**src/design/dcsc_pkg.sv**
```systemverilog
`timescale 1ns / 1ps
// ----------------------------------------------------------------------------
// dcsc_pkg: shared types and constants of the sparse column encoder
// Result kinds, register indexes, widths and the front-to-back command word.
// ----------------------------------------------------------------------------
package dcsc_pkg;

  localparam int unsigned MaxDim     = 256;
  localparam int unsigned DimW       = 9;
  localparam int unsigned PosW       = 8;
  localparam int unsigned CountW     = 17;
  localparam int unsigned ValueW     = 64;
  localparam int unsigned ThreshW    = 63;
  localparam int unsigned CfgIdxW    = 2;
  localparam int unsigned QueueDepth = 2;

  localparam logic [CountW-1:0] CountMax = {CountW{1'b1}};
  localparam logic [ThreshW-1:0] ThreshReset = 63'h3E112E0BE826D695;

  typedef enum logic [1:0] {
    KIND_ENTRY       = 2'd0,
    KIND_POINTER     = 2'd1,
    KIND_SHAPE_ERROR = 2'd2
  } kind_e;

  typedef enum logic [CfgIdxW-1:0] {
    REG_MODE      = 2'd0,
    REG_ROW_COUNT = 2'd1,
    REG_COL_COUNT = 2'd2,
    REG_THRESHOLD = 2'd3
  } reg_idx_e;

  // One classified element: which results it causes and their payload.
  typedef struct packed {
    logic              shape_err;
    logic              first_ptr;
    logic              entry;
    logic              col_end;
    logic              final_col;
    logic [ValueW-1:0] value;
    logic [PosW-1:0]   row;
    logic [CountW-1:0] count;
  } cmd_t;

endpackage

```
**src/design/dcsc_front.sv**
```systemverilog
`timescale 1ns / 1ps
// ----------------------------------------------------------------------------
// dcsc_front: element classifier
// Tracks row, column and nonzero count; turns each element into a command.
// ----------------------------------------------------------------------------
module dcsc_front (
  input  logic                          clk_i,
  input  logic                          rst_ni,
  input  logic                          cfg_we_i,
  input  logic [dcsc_pkg::CfgIdxW-1:0]  cfg_idx_i,
  input  logic [dcsc_pkg::ValueW-1:0]   cfg_data_i,
  input  logic                          in_valid_i,
  output logic                          in_stall_o,
  input  logic [dcsc_pkg::ValueW-1:0]   element_value_i,
  output logic                          cmd_valid_o,
  input  logic                          cmd_full_i,
  output dcsc_pkg::cmd_t                cmd_o
);
  import dcsc_pkg::*;

  logic               mode_q;
  logic [DimW-1:0]    rows_q, cols_q;
  logic [ThreshW-1:0] thresh_q;
  logic [PosW-1:0]    row_q, row_d, col_q, col_d;
  logic [CountW-1:0]  cnt_q, cnt_d;
  logic [DimW-1:0]    rows_eff, cols_eff;
  logic               take, keep, nz, end_col, end_mat;

  function automatic logic [DimW-1:0] eff_dim(input logic [DimW-1:0] r);
    logic [DimW-1:0] v;
    v = r;
    if (r == '0) v = DimW'(1);
    else if (r > DimW'(MaxDim)) v = DimW'(MaxDim);
    return v;
  endfunction

  always_ff @(posedge clk_i or negedge rst_ni) begin
    if (!rst_ni) begin
      mode_q   <= 1'b0;
      rows_q   <= DimW'(1);
      cols_q   <= DimW'(1);
      thresh_q <= ThreshReset;
    end else if (cfg_we_i) begin
      case (cfg_idx_i)
        REG_MODE:      mode_q   <= cfg_data_i[0];
        REG_ROW_COUNT: rows_q   <= cfg_data_i[DimW-1:0];
        REG_COL_COUNT: cols_q   <= cfg_data_i[DimW-1:0];
        REG_THRESHOLD: thresh_q <= cfg_data_i[ThreshW-1:0];
        default: ;
      endcase
    end
  end

  assign rows_eff   = eff_dim(rows_q);
  assign cols_eff   = eff_dim(cols_q);
  assign in_stall_o = cmd_full_i;
  assign take       = in_valid_i && !cmd_full_i;

  always_comb begin
    keep    = !mode_q || (row_q <= col_q);
    nz      = keep && (element_value_i[ThreshW-1:0] >= thresh_q);
    end_col = ({1'b0, row_q} + DimW'(1)) >= rows_eff;
    end_mat = ({1'b0, col_q} + DimW'(1)) >= cols_eff;
    cnt_d   = (nz && cnt_q != CountMax) ? cnt_q + CountW'(1) : cnt_q;
    row_d   = end_col ? '0 : row_q + PosW'(1);
    col_d   = end_col ? (end_mat ? '0 : col_q + PosW'(1)) : col_q;
    cmd_o.shape_err = mode_q && (rows_eff != cols_eff);
    cmd_o.first_ptr = (row_q == '0) && (col_q == '0);
    cmd_o.entry     = nz;
    cmd_o.col_end   = end_col;
    cmd_o.final_col = end_mat;
    cmd_o.value     = element_value_i;
    cmd_o.row       = row_q;
    cmd_o.count     = cnt_d;
  end

  assign cmd_valid_o = in_valid_i;

  always_ff @(posedge clk_i or negedge rst_ni) begin
    if (!rst_ni) begin
      row_q <= '0;
      col_q <= '0;
      cnt_q <= '0;
    end else if (take && !cmd_o.shape_err) begin
      row_q <= row_d;
      col_q <= col_d;
      cnt_q <= (end_col && end_mat) ? '0 : cnt_d;
    end
  end

endmodule

```
**src/design/dcsc_queue.sv**
```systemverilog
`timescale 1ns / 1ps
// ----------------------------------------------------------------------------
// dcsc_queue: command queue
// Small FIFO between the classifier and the result sequencer.
// ----------------------------------------------------------------------------
module dcsc_queue (
  input  logic           clk_i,
  input  logic           rst_ni,
  input  logic           push_i,
  input  dcsc_pkg::cmd_t push_data_i,
  output logic           full_o,
  input  logic           pop_i,
  output logic           empty_o,
  output dcsc_pkg::cmd_t pop_data_o
);
  import dcsc_pkg::*;

  cmd_t       mem_q [QueueDepth];
  logic       wp_q, rp_q;
  logic [1:0] cnt_q;

  assign full_o     = cnt_q == 2'(QueueDepth);
  assign empty_o    = cnt_q == '0;
  assign pop_data_o = mem_q[rp_q];

  always_ff @(posedge clk_i) begin
    if (push_i) mem_q[wp_q] <= push_data_i;
  end

  always_ff @(posedge clk_i or negedge rst_ni) begin
    if (!rst_ni) begin
      wp_q  <= 1'b0;
      rp_q  <= 1'b0;
      cnt_q <= '0;
    end else begin
      if (push_i) wp_q <= ~wp_q;
      if (pop_i)  rp_q <= ~rp_q;
      cnt_q <= cnt_q + 2'(push_i) - 2'(pop_i);
    end
  end

endmodule

```
**src/design/dcsc_back.sv**
```systemverilog
`timescale 1ns / 1ps
// ----------------------------------------------------------------------------
// dcsc_back: result sequencer
// Plays out up to three result words per command into an output register.
// ----------------------------------------------------------------------------
module dcsc_back (
  input  logic                         clk_i,
  input  logic                         rst_ni,
  input  logic                         cmd_empty_i,
  input  dcsc_pkg::cmd_t               cmd_i,
  output logic                         cmd_pop_o,
  output logic                         out_valid_o,
  input  logic                         out_stall_i,
  output logic [1:0]                   kind_o,
  output logic [dcsc_pkg::ValueW-1:0]  entry_value_o,
  output logic [7:0]                   row_index_o,
  output logic [dcsc_pkg::CountW-1:0]  column_pointer_o,
  output logic                         last_o
);
  import dcsc_pkg::*;

  // Steps done on the head command: bit 0 first pointer, bit 1 entry.
  logic [1:0] done_q, done_d;
  logic       valid_q, load, pend_first, pend_entry, emit;
  logic [1:0]        kind_d, kind_q;
  logic [ValueW-1:0] val_d, val_q;
  logic [PosW-1:0]   row_d, row_q;
  logic [CountW-1:0] ptr_d, ptr_q;
  logic              last_d, last_q;

  assign load       = !cmd_empty_i && (!valid_q || !out_stall_i);
  assign pend_first = cmd_i.first_ptr && !done_q[0];
  assign pend_entry = cmd_i.entry && !done_q[1];

  always_comb begin
    kind_d    = KIND_POINTER;
    val_d     = '0;
    row_d     = '0;
    ptr_d     = '0;
    last_d    = 1'b0;
    done_d    = done_q;
    cmd_pop_o = 1'b0;
    emit      = 1'b1;
    if (cmd_i.shape_err) begin
      kind_d    = KIND_SHAPE_ERROR;
      cmd_pop_o = load;
    end else if (pend_first) begin
      done_d[0] = 1'b1;
      cmd_pop_o = load && !cmd_i.entry && !cmd_i.col_end;
    end else if (pend_entry) begin
      kind_d    = KIND_ENTRY;
      val_d     = cmd_i.value;
      row_d     = cmd_i.row;
      done_d[1] = 1'b1;
      cmd_pop_o = load && !cmd_i.col_end;
    end else if (cmd_i.col_end) begin
      ptr_d     = cmd_i.count;
      last_d    = cmd_i.final_col;
      cmd_pop_o = load;
    end else begin
      // drop a command that causes no word
      emit      = 1'b0;
      cmd_pop_o = load;
    end
    if (cmd_pop_o) done_d = '0;
  end

  always_ff @(posedge clk_i or negedge rst_ni) begin
    if (!rst_ni) begin
      valid_q <= 1'b0;
      done_q  <= '0;
    end else begin
      if (load) begin
        valid_q <= emit;
        done_q  <= done_d;
      end else if (!out_stall_i) begin
        valid_q <= 1'b0;
      end
    end
  end

  always_ff @(posedge clk_i) begin
    if (load) begin
      kind_q <= kind_d;
      val_q  <= val_d;
      row_q  <= row_d;
      ptr_q  <= ptr_d;
      last_q <= last_d;
    end
  end

  assign out_valid_o      = valid_q;
  assign kind_o           = kind_q;
  assign entry_value_o    = val_q;
  assign row_index_o      = row_q;
  assign column_pointer_o = ptr_q;
  assign last_o           = last_q;

endmodule

```
**src/design/dense_to_csc_sparse_encoder.sv**
```systemverilog
`timescale 1ns / 1ps
// ----------------------------------------------------------------------------
// dense_to_csc_sparse_encoder: dense matrix to compressed sparse column
// Streams column-major double elements in, streams CSC pointer/entry words out.
// ----------------------------------------------------------------------------
//  channel | direction | handshake               | payload
//  in      | input     | in_valid_i / in_stall_o | element_value_i
//  out     | output    | out_valid_o/out_stall_i | kind, entry_value, row_index,
//          |           |                         | column_pointer, last
//  cfg     | input     | cfg_we_i                | cfg_idx_i, cfg_data_i
//
// Each element becomes one command in a two-deep queue; the sequencer then
// emits one result word per cycle while out_stall_i is low, up to three words
// per command, all through the single result port.
// Reset clears position, count, queue and output valid; registers take their
// reset values. Input stalls only when the queue is full; an output stall
// holds the result register while the classifier keeps filling the queue.
// ----------------------------------------------------------------------------
module dense_to_csc_sparse_encoder (
  input  logic                          clk_i,
  input  logic                          rst_ni,
  input  logic                          cfg_we_i,
  input  logic [dcsc_pkg::CfgIdxW-1:0]  cfg_idx_i,
  input  logic [dcsc_pkg::ValueW-1:0]   cfg_data_i,
  input  logic                          in_valid_i,
  output logic                          in_stall_o,
  input  logic [63:0]                   element_value_i,
  output logic                          out_valid_o,
  input  logic                          out_stall_i,
  output logic [1:0]                    kind_o,
  output logic [63:0]                   entry_value_o,
  output logic [7:0]                    row_index_o,
  output logic [16:0]                   column_pointer_o,
  output logic                          last_o
);
  import dcsc_pkg::*;

  cmd_t cmd_in, cmd_out;
  logic cmd_valid, full, empty, pop;

  dcsc_front u_front (
    .clk_i, .rst_ni, .cfg_we_i, .cfg_idx_i, .cfg_data_i,
    .in_valid_i, .in_stall_o, .element_value_i,
    .cmd_valid_o(cmd_valid), .cmd_full_i(full), .cmd_o(cmd_in)
  );

  // Push exactly when the front accepts an element.
  dcsc_queue u_queue (
    .clk_i, .rst_ni,
    .push_i(cmd_valid && !full), .push_data_i(cmd_in), .full_o(full),
    .pop_i(pop), .empty_o(empty), .pop_data_o(cmd_out)
  );

  dcsc_back u_back (
    .clk_i, .rst_ni, .cmd_empty_i(empty), .cmd_i(cmd_out), .cmd_pop_o(pop),
    .out_valid_o, .out_stall_i, .kind_o, .entry_value_o, .row_index_o,
    .column_pointer_o, .last_o
  );

endmodule
```
**config.mk**
```make
export PLATFORM = sky130hd
export DESIGN_NAME = dense_to_csc_sparse_encoder
export DESIGN_NICKNAME = d
export VERILOG_FILES = /design/src/design/dcsc_pkg.sv /design/src/design/dcsc_front.sv /design/src/design/dcsc_queue.sv /design/src/design/dcsc_back.sv /design/src/design/dense_to_csc_sparse_encoder.sv
export SDC_FILE = /design/constraint.sdc
export NUM_CORES = 1
export LEC_CHECK = 0
export ABC_AREA = 1
export BUFFER_PORTS_ARGS = -buffer_cell sky130_fd_sc_hd__buf_4
export CAP_MARGIN = 40
export CORE_UTILIZATION = 60
export DETAILED_ROUTE_END_ITERATION = 16
export GPL_TIMING_DRIVEN = 0
export PLACE_DENSITY = 0.82
export SETUP_SLACK_MARGIN = 0.3
export SLEW_MARGIN = 20
export SYNTH_ARGS = -nofsm -noshare
export SYNTH_HDL_FRONTEND = slang
export SYNTH_SLANG_ARGS = --single-unit
```
**constraint.sdc**
```tcl
create_clock -name clk_i -period 7.7 [get_ports clk_i]
set_input_delay 1.925 -clock clk_i [delete_from_list [all_inputs] [get_ports clk_i]]
set_output_delay 1.925 -clock clk_i [all_outputs]
set_load 0.01 [all_outputs]
```
==> flow_metrics.tcl <==
set metrics [dict create \
    grt_setup_unrepaired "false" \
    syn_nets 1934 \
    synth.distinct_cells 47 \
    ys_ff_latch 402 \
    setup_ws_ns 3.96 \
    syn_inst 1702 \
    clkTransAtPathRegs_ns 0.06 \
    ir_worst_vdd_v 0.000249 \
    vias_per_cell 5.66 \
    top_usage_layer "met2" \
    path_cells "buf_4 > ha_1 > nand4_1 > nor2_1 > nand2_1 > nor2_1 > nand2_1 > nand3_1 > nor2_1 > nand2_2 > buf_2 > nand4_1 > and2_1" \
    place.gp.congestion 0.872 \
    nets 2214 \
    cts-buffers-inserted 40 \
    cp.arrival_ns 4.04 \
    n_fill_cell 1940 \
    postCtsHoldBufs 0 \
    clock_sinks 402 \
    dp_hpwl_mm 32.4 \
    antenna_found_initial 4 \
    cp_top_family "simple AND/OR/NAND/NOR gates" \
    drtAntennaViolNets 0 \
    ys.flop_type "edfxtp_1" \
    slew_headroom 0.466 \
    synth_top_area_frac 0.462 \
    grt_use_total 0.303 \
    grt_pass1_vias 13700 \
    critical_path.max_stage_delay_ns 0.32 \
    first_iter_violations 1473 \
    r2r_end "u_front.cnt_q[6]" \
    die_w_um 176 \
    fin_cells 2404 \
    die_area_um2 31100 \
    start_util 0.613 \
    crit_fanout 10 \
    use_met1 0.384 \
    drive_gt1_frac 0.198 \
    final_util 0.741 \
    ys_seq_area_frac 0.632 \
    yosysWarnings 0 \
    clockRootBuffer "clkbuf_16" \
    htreeDepth 2 \
    tritoncts "done" \
    placement.io_buffers 227 \
    crit_type "in -> reg" \
    worst_skew_pair.late_latency_ns 0.55 \
    synth_area_um2 18200 \
    core_um2 29700 \
    holdPathStages 2 \
    drcViolationCount 0 \
    seq_area_um2 11500 \
    final_cell_area_um2 22000 \
    hp-class "reg -> reg" \
    critPathSlowestCell "ha_1" \
    place_inst 2328 \
    powerDensity_nw_per_um2 362 \
    worst-path-buf-inv 2 \
    setup_viol 0 \
    worstHoldStart "u_front.thresh_q[43]" \
    ff2ff_path_depth 14 \
    dpl_cell_area_um2 20600 \
    grt_pass1_wl_mm 71.9 \
    synthTopCellsByArea "edfxtp_1 (46%), dfrtp_1 (12%), nand2_1 (8.9%), ha_1 (6.7%), a21oi_1 (4.9%)" \
    firstDrtPassIters 5 \
    route.vias.total 13600 \
    tightest_slew_ns 0.792 \
    area_growth_pct 20.9 \
    status "finished clean" \
    use_met3 0.0439 \
    synth-edff-count 280 \
    layout_common_cells "nand2_1 (433), edfxtp_1 (280), buf_4 (226), a21oi_1 (180), inv_1 (158)" \
    slew_viol_final 0 \
    rrSetupSlack_ns 4.47 \
    ys_async_sr_fraction 0.303 \
    num_rows 63 \
    grt_max_degree 80 \
    hold_path_end "u_front.thresh_q[43]" \
    cap_viol_max_count 0 \
    grt-ovfl-total 0 \
    layout_commonest_cell "nand2_1" \
    hold_viol_final 0 \
    start_kind "input port" \
    wirelength_mm 46.3 \
    cts_max_path_buffers 3 \
    worstPathRequired_ns 7.99 \
    avgSynthCellArea_um2 10.7 \
    fin_crit_sh 0.486 \
    post_cts_resized 0 \
    pin_count 229 \
    yosysTopAreaCell "edfxtp_1" \
    cp_common_cell "nor2_1" \
    cts_setup_buffers 0 \
    die_y_um 176 \
    multi_input_area_um2 5820 \
    rr_startpoint "u_front.row_q[0]" \
    whs_ns 0.482 \
    fin_worst_skew_ns 0.0208 \
    worstSetupEndpointType "flip-flop" \
    layout_min_cycle_time_ns 3.74 \
    wire_per_inst_um 19.3 \
    post-place-ws_ns 3.45 \
    fmax_ghz 0.267 \
    grt_util_met2 0.530 \
    power_leakage_nw 9.75 \
]
==> worst max-delay path by stage <==
| stage | start | endpoint | slack [ns] | cells after the start |
|---|---|---|---|---|
| floorplan | in_valid_i | u_queue.mem_q[1][0] | 1.15 | 2 |
| global placement | in_valid_i | u_queue.mem_q[1][49] | -1.29 | 3 |
| detailed placement | element_value_i[28] | u_queue.mem_q[1][14] | 3.45 | 13 |
| CTS | element_value_i[28] | u_queue.mem_q[0][14] | 4.01 | 13 |
| global route | element_value_i[5] | u_queue.mem_q[0][13] | 3.82 | 15 |
| finish | element_value_i[28] | u_queue.mem_q[0][16] | 3.96 | 13 |
==> logic make-up after synthesis <==
group	Yosys count	share of synthesized area
xor+xnor	31	0.0149
compound gates	242	0.0702
buf+inv	220	0.0494
mux	1	0.000550
flops	402	0.632
simple gates	709	0.167
fa+ha+maj	97	0.0666
==> Yosys cell counts, types with 6 or more instances <==
| cell type | count |
|---|---|
| nand2_1 | 433 |
| edfxtp_1 | 280 |
| a21oi_1 | 180 |
| inv_1 | 159 |
| nor2_1 | 125 |
| ha_1 | 97 |
| dfrtp_1 | 90 |
| nand3_1 | 45 |
| o21ai_0 | 39 |
| nand4_1 | 37 |
| clkbuf_1 | 32 |
| dfstp_2 | 32 |
| nand2_2 | 23 |
| xor2_1 | 23 |
| buf_2 | 15 |
| nor3_1 | 12 |
| o21ai_1 | 10 |
| and2_1 | 8 |
| xnor2_1 | 8 |
| nor4_1 | 6 |
==> power breakdown <==
| group | switching [mW] | total, mW | internal (mW) |
|---|---|---|---|
| combinational | 1.70 | 2.64 | 0.944 |
| clock | 0.828 | 1.97 | 1.14 |
| sequential | 0.238 | 3.35 | 3.11 |
| total | 2.76 | 7.96 | 5.20 |
==> per-stage QoR <==
step           total power [mW]  TNS, ns
5_1_grt                    8.36        0
2_1_floorplan              4.86        0
4_1_cts                    7.96        0
6_report                   7.96        0
3_5_place_dp               5.96        0
3_3_place_gp               5.84  -232.44
==> cell type report <==
cell class	count	area share
Sequential cell	402	0.523
Multi-Input combinational cell	1080	0.265
Timing Repair Buffer	238	0.0887
Clock buffer	56	0.0515
Inverter	165	0.0287
Tap cell	390	0.0222
Buffer	55	0.0124
Clock inverter	17	0.00927
Antenna cell	1	0.000114
==> flip-flops by register name, indices dropped and copies added, names as in the netlist <==
signal	count
u_queue.mem_q	188
u_back.entry_value_o	64
u_front.thresh_q	63
u_back.column_pointer_o	17
u_front.cnt_q	17
u_front.cols_q	9
u_front.rows_q	9
u_back.row_index_o	8
u_front.col_q	8
u_front.row_q	8
u_back.done_q	2
u_back.kind_o	2
u_queue.cnt_q	2
u_back.last_o	1
u_back.out_valid_o	1
u_front.mode_q	1
u_queue.rp_q	1
u_queue.wp_q	1
==> per-layer routing <==
metal / part of all wire / up-vias / wire length [um]
met2: 0.51 / 570 / 23400
met5: 0.00086 / - / 40
met1: 0.39 / 6620 / 18200
met4: 0.030 / 6 / 1380
met3: 0.071 / 108 / 3310
li1: - / 6309 / -
==> worst register-to-register path: stages, from the launching register on <==
cell and delay, ns:
dfrtp_1 0.46, ha_1 0.23, nand3_1 0.12, nor3_1 0.26, xor2_1 0.30, ha_1 0.31
a21oi_1 0.16, o31a_1 0.15, o2111ai_2 0.29, nand2_1 0.16, clkinv_1 0.15, nor2_8 0.24
buf_6 0.19, nand2_1 0.08, nand2_1 0.07
Note: power is estimated with default switching activity, not from simulation.
